[src/velocity_observer_fault_mode_assert.svh]
// ----------------------------------------------------------------------------
// Assertion macros for the velocity observer block.
// ----------------------------------------------------------------------------
`ifndef VELOCITY_OBSERVER_FAULT_MODE_ASSERT_SVH
`define VELOCITY_OBSERVER_FAULT_MODE_ASSERT_SVH

// Clocked assertion that is switched off while reset is high.
`define VOFM_ASSERT(lbl, clk, rst, prop, msg) \
   lbl: assert property (@(posedge clk) disable iff (rst) prop) else $error(msg);

// Clocked assertion that also holds across reset.
`define VOFM_ASSERT_ALWAYS(lbl, clk, prop, msg) \
   lbl: assert property (@(posedge clk) prop) else $error(msg);

`endif

[src/vofm_pkg.sv]
`timescale 1ns / 1ps
// ----------------------------------------------------------------------------
// vofm_pkg
// Types and constants shared by the velocity observer and fault mode block.
// ----------------------------------------------------------------------------
package vofm_pkg;

   localparam int VEL_W   = 16;
   localparam int GAIN_W  = 16;
   localparam int THR_W   = 15;
   localparam int INDEX_W = 3;

   // Register indexes on the configuration port.
   localparam logic [INDEX_W-1:0] REG_GAIN_A    = 3'd0;
   localparam logic [INDEX_W-1:0] REG_GAIN_B    = 3'd1;
   localparam logic [INDEX_W-1:0] REG_GAIN_L    = 3'd2;
   localparam logic [INDEX_W-1:0] REG_THRESHOLD = 3'd3;
   localparam logic [INDEX_W-1:0] REG_IS_LEADER = 3'd4;

   localparam logic [GAIN_W-1:0] GAIN_A_RESET    = 16'd22338;
   localparam logic [GAIN_W-1:0] GAIN_B_RESET    = 16'd10430;
   localparam logic [GAIN_W-1:0] GAIN_L_RESET    = 16'd9231;
   localparam logic [THR_W-1:0]  THRESHOLD_RESET = 15'd256;

   // Command used while encoder fault injection is on: 2.0 in Q8.8.
   localparam logic signed [VEL_W-1:0] U_INJECTED = 16'sd512;

   // Rounding bias for the Q.23 to Q8.8 conversion.
   localparam logic signed [35:0] ROUND_HALF = 36'sd16384;

   localparam logic signed [20:0] EST_MAX = 21'sd32767;
   localparam logic signed [20:0] EST_MIN = -21'sd32768;

   // Coordinator mode codes.
   localparam logic [1:0] COORD_NORMAL    = 2'd0;
   localparam logic [1:0] COORD_RESILIENT = 2'd1;
   localparam logic [1:0] COORD_DEGRADED  = 2'd2;

   typedef enum logic [1:0] {
      MODE_NORMAL    = 2'd0,
      MODE_RESILIENT = 2'd1,
      MODE_DEGRADED  = 2'd2
   } mode_type;

   typedef struct packed {
      logic signed [VEL_W-1:0] measured_vel;
      logic signed [VEL_W-1:0] applied_vel;
      logic                    encoder_fault_inject;
      logic                    camera_fault;
      logic                    link_fault;
      logic [1:0]              coord_mode;
   } req_type;

   typedef struct packed {
      logic signed [VEL_W-1:0] estimated_vel;
      logic                    vel_fault;
      logic [1:0]              op_mode;
   } rsp_type;

   typedef struct packed {
      logic [GAIN_W-1:0] gain_a;
      logic [GAIN_W-1:0] gain_b;
      logic [GAIN_W-1:0] gain_l;
      logic [THR_W-1:0]  fault_threshold;
      logic              is_leader;
   } cfg_type;

endpackage

[src/vofm_csr.sv]
`timescale 1ns / 1ps
// ----------------------------------------------------------------------------
// vofm_csr
// Configuration registers: observer gains, fault threshold and leader select.
// ----------------------------------------------------------------------------
module vofm_csr
   import vofm_pkg::*;
(
   input  logic                clock,
   input  logic                reset,
   input  logic                csr_valid,
   input  logic [INDEX_W-1:0]  csr_index,
   input  logic [GAIN_W-1:0]   csr_wdata,
   output cfg_type             cfg
);

   cfg_type cfg_ff;
   cfg_type cfg_in;

   always_comb begin
      cfg_in = cfg_ff;
      if (csr_valid) begin
         case (csr_index)
            REG_GAIN_A:    cfg_in.gain_a          = csr_wdata;
            REG_GAIN_B:    cfg_in.gain_b          = csr_wdata;
            REG_GAIN_L:    cfg_in.gain_l          = csr_wdata;
            REG_THRESHOLD: cfg_in.fault_threshold = csr_wdata[THR_W-1:0];
            REG_IS_LEADER: cfg_in.is_leader       = csr_wdata[0];
            default:       cfg_in = cfg_ff;
         endcase
      end
   end

   always_ff @(posedge clock) begin
      if (reset) begin
         cfg_ff.gain_a          <= GAIN_A_RESET;
         cfg_ff.gain_b          <= GAIN_B_RESET;
         cfg_ff.gain_l          <= GAIN_L_RESET;
         cfg_ff.fault_threshold <= THRESHOLD_RESET;
         cfg_ff.is_leader       <= 1'b1;
      end else begin
         cfg_ff <= cfg_in;
      end
   end

   assign cfg = cfg_ff;

endmodule

[src/vofm_core.sv]
`timescale 1ns / 1ps
// ----------------------------------------------------------------------------
// vofm_core
// Observer update, residual fault latch and operating mode selection.
// ----------------------------------------------------------------------------
`include "velocity_observer_fault_mode_assert.svh"

module vofm_core
   import vofm_pkg::*;
(
   input  logic    clock,
   input  logic    reset,
   input  cfg_type cfg,
   input  logic    fire,
   input  req_type item,
   output rsp_type result
);

   logic signed [VEL_W-1:0] estimate_ff;
   logic signed [VEL_W-1:0] estimate_in;
   logic                    fault_latch_ff;
   logic                    fault_latch_in;
   mode_type                mode_ff;
   mode_type                mode_in;

   logic signed [VEL_W-1:0] y_val;
   logic signed [VEL_W-1:0] u_val;
   logic signed [VEL_W:0]   diff;
   logic signed [32:0]      prod_a;
   logic signed [32:0]      prod_b;
   logic signed [33:0]      prod_l;
   logic signed [35:0]      acc;
   logic signed [20:0]      rounded;
   logic signed [VEL_W:0]   resid;
   logic [VEL_W:0]          resid_mag;
   logic                    crc01;
   logic                    any_fault;

   // Observer update: three products summed exactly in Q.23.
   always_comb begin
      if (item.encoder_fault_inject) begin
         y_val = '0;
         u_val = U_INJECTED;
      end else begin
         y_val = item.measured_vel;
         u_val = item.applied_vel;
      end
      diff   = 17'(y_val) - 17'(estimate_ff);
      prod_a = $signed({1'b0, cfg.gain_a}) * estimate_ff;
      prod_b = $signed({1'b0, cfg.gain_b}) * u_val;
      prod_l = $signed({1'b0, cfg.gain_l}) * diff;
      acc    = 36'(prod_a) + 36'(prod_b) - 36'(prod_l) + ROUND_HALF;
      // The arithmetic shift floors, so ties round toward plus infinity.
      rounded = 21'(acc >>> 15);
      if (rounded > EST_MAX) begin
         estimate_in = EST_MAX[VEL_W-1:0];
      end else if (rounded < EST_MIN) begin
         estimate_in = EST_MIN[VEL_W-1:0];
      end else begin
         estimate_in = rounded[VEL_W-1:0];
      end
   end

   // Residual test against the saturated new estimate.
   always_comb begin
      resid          = 17'(y_val) - 17'(estimate_in);
      resid_mag      = resid[VEL_W] ? 17'(-resid) : 17'(resid);
      fault_latch_in = fault_latch_ff | (resid_mag > {2'b00, cfg.fault_threshold});
   end

   // Mode selection uses the latch value just updated; otherwise hold.
   always_comb begin
      crc01     = (item.coord_mode == COORD_NORMAL) || (item.coord_mode == COORD_RESILIENT);
      any_fault = fault_latch_in | item.camera_fault | item.link_fault;
      mode_in   = mode_ff;
      if (cfg.is_leader) begin
         if (item.camera_fault || item.coord_mode == COORD_DEGRADED) begin
            mode_in = MODE_DEGRADED;
         end else if ((fault_latch_in || item.link_fault) && crc01) begin
            mode_in = MODE_RESILIENT;
         end else if (item.coord_mode == COORD_NORMAL || !any_fault) begin
            mode_in = MODE_NORMAL;
         end
      end else begin
         if ((item.camera_fault && item.link_fault) || item.coord_mode == COORD_DEGRADED) begin
            mode_in = MODE_DEGRADED;
         end else if (any_fault && crc01) begin
            mode_in = MODE_RESILIENT;
         end else if (item.coord_mode == COORD_NORMAL || !any_fault) begin
            mode_in = MODE_NORMAL;
         end
      end
   end

   always_ff @(posedge clock) begin
      if (reset) begin
         estimate_ff    <= '0;
         fault_latch_ff <= 1'b0;
         mode_ff        <= MODE_NORMAL;
      end else if (fire) begin
         estimate_ff    <= estimate_in;
         fault_latch_ff <= fault_latch_in;
         mode_ff        <= mode_in;
      end
   end

   assign result.estimated_vel = estimate_in;
   assign result.vel_fault     = fault_latch_in;
   assign result.op_mode       = mode_in;

   `VOFM_ASSERT(a_latch_sticky, clock, reset,
      fault_latch_ff |=> fault_latch_ff, "fault latch cleared without reset")
   `VOFM_ASSERT(a_estimate_hold, clock, reset,
      !fire |=> $stable(estimate_ff), "estimate changed without an item")
   `VOFM_ASSERT(a_mode_hold, clock, reset,
      !fire |=> $stable(mode_ff), "mode changed without an item")

endmodule

[src/velocity_observer_fault_mode.sv]
`timescale 1ns / 1ps
// ----------------------------------------------------------------------------
// velocity_observer_fault_mode
// Velocity observer with residual fault latch and operating mode selection.
// ----------------------------------------------------------------------------
// A request word accepted into the input register moves on as a response word
// when the output register is free or drains. Throughput: one word per cycle
// unless rsp_ready holds the output; the observer update is a single pass from
// the input register through three parallel multipliers to the output register.
// Reset (synchronous, active high) clears the estimate, the fault latch and the
// mode, empties both stages and restores the register defaults.
`include "velocity_observer_fault_mode_assert.svh"

module velocity_observer_fault_mode
   import vofm_pkg::*;
(
   input  logic               clock,
   input  logic               reset,
   input  logic               req_valid,
   output logic               req_ready,
   input  req_type            req_data,
   output logic               rsp_valid,
   input  logic               rsp_ready,
   output rsp_type            rsp_data,
   input  logic               csr_valid,
   output logic               csr_ready,
   input  logic [INDEX_W-1:0] csr_index,
   input  logic [GAIN_W-1:0]  csr_wdata
);

   cfg_type cfg;
   req_type in_data_ff;
   logic    in_valid_ff;
   rsp_type out_data_ff;
   logic    out_valid_ff;
   rsp_type core_result;
   logic    advance;
   logic    fire;

   // The stage moves forward whenever the output register is free or drains.
   assign advance   = !out_valid_ff || rsp_ready;
   assign fire      = in_valid_ff && advance;
   assign req_ready = !in_valid_ff || advance;
   assign csr_ready = 1'b1;

   vofm_csr u_csr (
      .clock     (clock),
      .reset     (reset),
      .csr_valid (csr_valid),
      .csr_index (csr_index),
      .csr_wdata (csr_wdata),
      .cfg       (cfg)
   );

   vofm_core u_core (
      .clock  (clock),
      .reset  (reset),
      .cfg    (cfg),
      .fire   (fire),
      .item   (in_data_ff),
      .result (core_result)
   );

   always_ff @(posedge clock) begin
      if (reset) begin
         in_valid_ff  <= 1'b0;
         out_valid_ff <= 1'b0;
      end else begin
         if (req_ready) begin
            in_valid_ff <= req_valid;
         end
         if (advance) begin
            out_valid_ff <= in_valid_ff;
         end
      end
   end

   always_ff @(posedge clock) begin
      if (req_valid && req_ready) begin
         in_data_ff <= req_data;
      end
      if (fire) begin
         out_data_ff <= core_result;
      end
   end

   assign rsp_valid = out_valid_ff;
   assign rsp_data  = out_data_ff;

   `VOFM_ASSERT(a_stage_moves, clock, reset,
      in_valid_ff && !out_valid_ff |=> out_valid_ff, "word lost between stages")
   `VOFM_ASSERT(a_rsp_hold, clock, reset,
      rsp_valid && !rsp_ready |=> rsp_valid && $stable(rsp_data), "response word not held")
   `VOFM_ASSERT_ALWAYS(a_reset_empty, clock,
      reset |=> !rsp_valid, "response valid right after reset")

endmodule
[config.mk]
export PLATFORM = sky130hd
export DESIGN_NAME = velocity_observer_fault_mode
export DESIGN_NICKNAME = d
export VERILOG_FILES = /design/src/vofm_pkg.sv /design/src/vofm_csr.sv /design/src/vofm_core.sv /design/src/velocity_observer_fault_mode.sv
export VERILOG_INCLUDE_DIRS = /design/src /design/src/src
export SDC_FILE = /design/constraint.sdc
export NUM_CORES = 2
export LEC_CHECK = 0
export ABC_CLOCK_PERIOD_IN_PS = 20600
export BUFFER_PORTS_ARGS = -buffer_cell sky130_fd_sc_hd__buf_2
export CAP_MARGIN = 10
export CELL_PAD_IN_SITES_DETAIL_PLACEMENT = 0
export CELL_PAD_IN_SITES_GLOBAL_PLACEMENT = 1
export CORE_MARGIN = 5
export CORE_UTILIZATION = 52
export DETAILED_ROUTE_END_ITERATION = 12
export PLACE_DENSITY = 0.91
export SLEW_MARGIN = 5
export SYNTH_ARGS = -nofsm -noshare
export SYNTH_HDL_FRONTEND = slang
export SYNTH_HIERARCHICAL = 1
export SYNTH_SLANG_ARGS = --single-unit
[constraint.sdc]
create_clock -name clock -period 20.6 [get_ports clock]
set_clock_uncertainty 0.2 [all_clocks]
set_input_delay 2.06 -clock clock [delete_from_list [all_inputs] [get_ports clock]]
set_output_delay 2.06 -clock clock [all_outputs]
set_load 0.05 [all_outputs]
# == Yosys cells after proc, flatten, opt, wreduce, memory -nomap -nowiden ==
# Cells that the tools add are included.
# word_totals
regBits,141
input_bits,61
output_inout_bits,22
elab_cells,73
# op_classes
n_addsub,6
mul,3
order_cmp,3
n_eq_ne,6
muxes,11
bitwise,3
n_reduce_logical,22
# op_table
op,count
$mul 17x16->33,2
$mux 16,4
$add 36x16->36 const B,1
$sub 34x34->35,1
$add 33x33->34,1
$mul 17x17->34,1
$sub 16x16->17,2
$gt 21x16->1 const B,1
$lt 21x16->1 const B,1
$gt 17x15->1,1
$mux 17,1
$neg 17->17,1
$mux 2,6
$reduce_and 2->1,5
$logic_or 1x1->1,7
$eq 3x2->1 const B,2
$logic_and 1x1->1,5
$eq 3x1->1 const B,1
$eq 3x3->1 const B,1
$logic_not 1->1,3
$logic_not 3->1,1
$or 1x1->1,3
$eq 2x1->1 const B,1
$eq 2x2->1 const B,1
$logic_not 2->1,1

# == Depth between registers and ports, before layout ==
# logic_depth
word_depth,21
mapped_depth,83
depth_no_buf,75

# == Modules after synthesis ==
# Netlist, hierarchy kept.
# modules_own_cells
module,instances,cells_per_inst,area_each_um2,seq_area_each_um2
vofm_core,1,3783,32671.3,380.4
vofm_csr,1,250,2597.5,1281.2
velocity_observer_fault_mode,1,68,1796.7,1721.7

# == Worst setup path after synthesis ==
# OpenSTA, ideal clock, no wires.
# synth_timing
kind,register to register
start,reg in_data_ff[4] in the netlist's numbering
end,"reg out_data_ff, in the netlist rsp_data[1], data pin"
t_arrival_ns,16.337
t_required_ns,20.135
setup_slack_ns,3.798
stages_incl_launch_ff,79
path_buffers,7
cell_sequence,edfxtp_1 > clkbuf_1 > clkbuf_1 > clkbuf_1 > nand2b_1 > ha_1 > inv_1 > fa_1 > a221o_1 > a31o_2 > a21o_1 > a21o_1 > a21oi_1 > nor2_1 > o21a_1 > o21a_1 > o21a_1 > o21a_1 > [43 not listed] > a211oi_1 > nor2_1 > clkbuf_1 > nor2_1 > xor2_1 > ha_1 > a21o_1 > a21o_1 > a21oi_1 > nor2_1 > a2111oi_0 > o21ai_0 > a21o_1 > a21oi_1 > nor2_1 > nor2_1 > nor4b_4 > o21ai_1
# synth_lines
item,line,source
"start, declared",velocity_observer_fault_mode.sv:32,req_type in_data_ff;
"start signal, assigned",velocity_observer_fault_mode.sv:80,in_data_ff <= req_data;
"end signal, assigned",velocity_observer_fault_mode.sv:83,out_data_ff <= core_result;
"end, declared",velocity_observer_fault_mode.sv:34,rsp_type out_data_ff;

==> flow_summary_export.csv <==
group,metric,value,unit
worst_setup_path,reg2reg_slack,2010,ps
sta,min_period,18590,ps
clock_tree,ctsHtreeMaxLevel,4,
worst_setup_path,r2r-end,"rsp_data[1]$_DFFE_PP_",
clock_tree,clkTransAtPathRegs,80,ps
floorplan,rows,97,
worst_setup_path,rr_worst_depth,72,
logic_synthesis,synth_cell_type_count,107,
logic_synthesis,synth.largest_area_cell,"fa_1",
cells_and_area,nets,5300,
floorplan,die_area,0.0767,mm²
logic_synthesis,netlist.area_leader.share,0.406,
sta,setup_viol,0,
worst_hold_path,min_path_type,"flip-flop to flip-flop",
sta,fin_crit_sh,0.902,
logic_synthesis,synth_edf_count,56,
worst_setup_path,crit_required,20640,ps
clock_tree,max-clock-path-buffers,2,
drt,wl_per_cell,20.1,µm
floorplan,die_h,277,µm
logic_synthesis,synth-async-reset-ratio,0,
clock_tree,hold_buffers,0,
drt,ant_nets,0,
sta,setup-tns-final,0,ps
worst_hold_path,hp-start,"u_csr/cfg[2]$_SDFFE_PP0P_",
logic_synthesis,synth_warnings,6,
worst_setup_path,crit_type,"flip-flop to flip-flop",
floorplan,core-area,0.0704,mm²
worst_setup_path,start_kind,"flip-flop",
run,maxCapViolCount,0,
worst_hold_path,hold_path_depth,2,
floorplan,initial_core_util,0.527,
drt,routed_wl,102000,µm
clock_tree,cts_made_buffers,17,
global_routing,busiest_layer,"met2",
worst_setup_path,worstPathArrival,18620,ps
global_routing,use_met2,0.439,
global_routing,grt_max_degree,72,
place,place_hpwl,86200,µm
logic_synthesis,synth_area,0.0371,mm²
drt,vias,26800,
worst_setup_path,r2r-start,"in_data_ff[4]$_DFFE_PP_",
worst_setup_path,cp_common_cell,"fa_1",
worst_setup_path,cp-end-kind,"flip-flop",
logic_synthesis,synthesis.nets,5289,
logic_synthesis,syn_inst,4101,
sta,finalMaxSlewViolations,0,
logic_synthesis,ys_seq_area_frac,0.0913,
global_routing,grt_overflow_total,0,
floorplan,num_io_pins,83,
clock_tree,cts-resized-gates,0,
cells_and_area,drive_above_1_share,0.0630,
place,io_buffers,81,
clock_tree,cts_num_sinks,141,
logic_synthesis,ys_ff_latch,141,
worst_hold_path,whs_endpoint,"u_csr/cfg[2]$_SDFFE_PP0P_",
global_routing,grtUsageTotal,0.272,
drt,via_per_inst,5.30,
global_routing,grt_use_met1,0.362,
drt,dr.pass1.iters,6,
clock_tree,clock-root-buffer,"clkbuf_16",
sta,max_slew_margin,0.223,
global_routing,grt_antenna_before_repair,3,
sta,fmax,0.0538,GHz
place,gp_congestion,0.962,
worst_setup_path,slowest_delay,970,ps
sta,worst_slew_pin_slew,1170,ps
drt,drc,0,
outcome,status,"complete, no violations",
worst_setup_path,cp_max_fo,16,
worst_setup_path,crit_family,"adder cells",
drt,drtIter0Drc,1713,
global_routing,grt_pass1_wl,162000,µm
worst_setup_path,cp_num_buf_inv,9,
worst_setup_path,crit_path_start,"in_data_ff[4]$_DFFE_PP_",
clock_tree,post-cts-setup-buffers,0,
worst_setup_path,cp_slowest_cell,"edfxtp_1",
cells_and_area,antenna_cells,0,
clock_tree,cts_tree,"done",
logic_synthesis,synth_flop_cell,"dfxtp_1",
floorplan,fp.dieW,277,µm
cells_and_area,area_growth,5.52,%
sta,final-hold-violation-count,0,
clock_tree,insertion_delay,500,ps
logic_synthesis,ys_top_cells_by_area,"fa_1 (41%), ha_1 (13%), inv_1 (11%), nand2_1 (5.0%), and2_1 (4.7%)",
global_routing,grtUsageMet3,0.0672,
sta,rsz0062_at_grt,"no",
global_routing,grt_pass1_vias,28700,
cells_and_area,nFillCells,6351,
logic_synthesis,avgSynthCellArea,9.04,µm²
[logic make-up (layout without fill, tap and decap cells)]
family          after synthesis  count (layout)  synth area share
buf+inv                    1250            1274             0.128
compound gates              266             266            0.0508
fa+ha+maj                  1128            1128             0.533
mux                          69              69            0.0187
xor+xnor                     61              61            0.0153
simple gates               1184            1184             0.162
flops                       141             141            0.0913
other cells                   2               2          0.000203
[flip-flops by register name (all words and copies together), names as in the netlist]
register	flops
in_data_ff	37
in_valid_ff	1
rsp_data	19
rsp_valid	1
u_core/estimate_ff	16
u_core/fault_latch_ff	1
u_core/mode_ff	2
u_csr/cfg	64
[per-layer routing]
layer  part of all wire  vias to the layer above
met5            0.00013                        -
met4              0.038                        2
met3              0.084                      195
met2               0.46                      944
met1               0.42                    13500
li1                   -                    12200
[layout make-up]
class	instances	area [µm²]	area share
well taps	940	1180	0.0301
clock inverters	15	156	0.00400
flip-flops and latches	141	3380	0.0865
inverters	1090	4090	0.105
clock buffers	17	425	0.0109
repair buffers	152	941	0.0241
multi-input cells	2710	28900	0.740
[worst max-delay path by stage]
stage,end,slack [ps],cells past startpoint
after floorplan,rsp_data[1]$_DFFE_PP_,3800,78
after global placement,rsp_data[1]$_DFFE_PP_,2520,70
after detailed placement,rsp_data[1]$_DFFE_PP_,2150,72
after CTS,rsp_data[1]$_DFFE_PP_,2130,72
after global routing,rsp_data[1]$_DFFE_PP_,550,72
final,rsp_data[1]$_DFFE_PP_,2010,72
[placed cells by master (no fill, tap or decap), drive strengths merged, types with 24 or more instances in the layout]
master / count
nor2b: 49
inv: 1098
xnor2: 38
dfxtp: 85
and2: 284
mux2i: 68
o21ai: 48
nand2b: 117
buf: 152
a211oi: 24
fa: 752
nor2: 107
nand2: 495
ha: 375
edfxtp: 56
a21oi: 84
[per-stage QoR]
stage	cell area (µm²)	std cells	util	setup WS, ps	hold slack, ps
finish	39100	5065	0.556	2010	278
global route	39100	5065	0.556	545	300
CTS	39100	5065	0.556	2130	279
detailed placement	38500	5033	0.547	2150	264
global placement	38500	5033	0.547	2520	261
floorplan	37100	4101	-	3800	247
[synth_stat cells, types with 7 or more instances]
library cell,n
a21o_1,20
o21a_1,12
or3_1,8
nand2_1,495
inv_1,1089
dfxtp_1,85
buf_2,19
or2_2,20
a211oi_1,22
fa_1,752
nand4_1,17
nor2b_1,49
a31oi_1,11
xnor2_1,38
and2_1,281
edfxtp_1,56
o211ai_1,7
clkbuf_1,126
and3_1,13
xor2_1,21
nor3_1,18
o21ai_1,9
nand2b_1,117
nor2_1,106
a21oi_1,77
nand3_1,14
ha_1,375
o21ai_0,36
mux2i_1,68
[worst reg2reg max path: cells and delay by family, from the launching register on]
| family | cells | cell delay (ps) |
|---|---|---|
| buffers and inverters | 9 | 850 |
| flip-flops | 1 | 970 |
| adder cells (fa/ha/maj) | 15 | 6610 |
| AO/OA/AOI/OAI | 29 | 5630 |
| XOR/XNOR | 2 | 310 |
| AND/OR/NAND/NOR | 17 | 3750 |
Power is not shown: default switching activity piles up to over one toggle a cycle in this logic, so the estimate is an artifact.
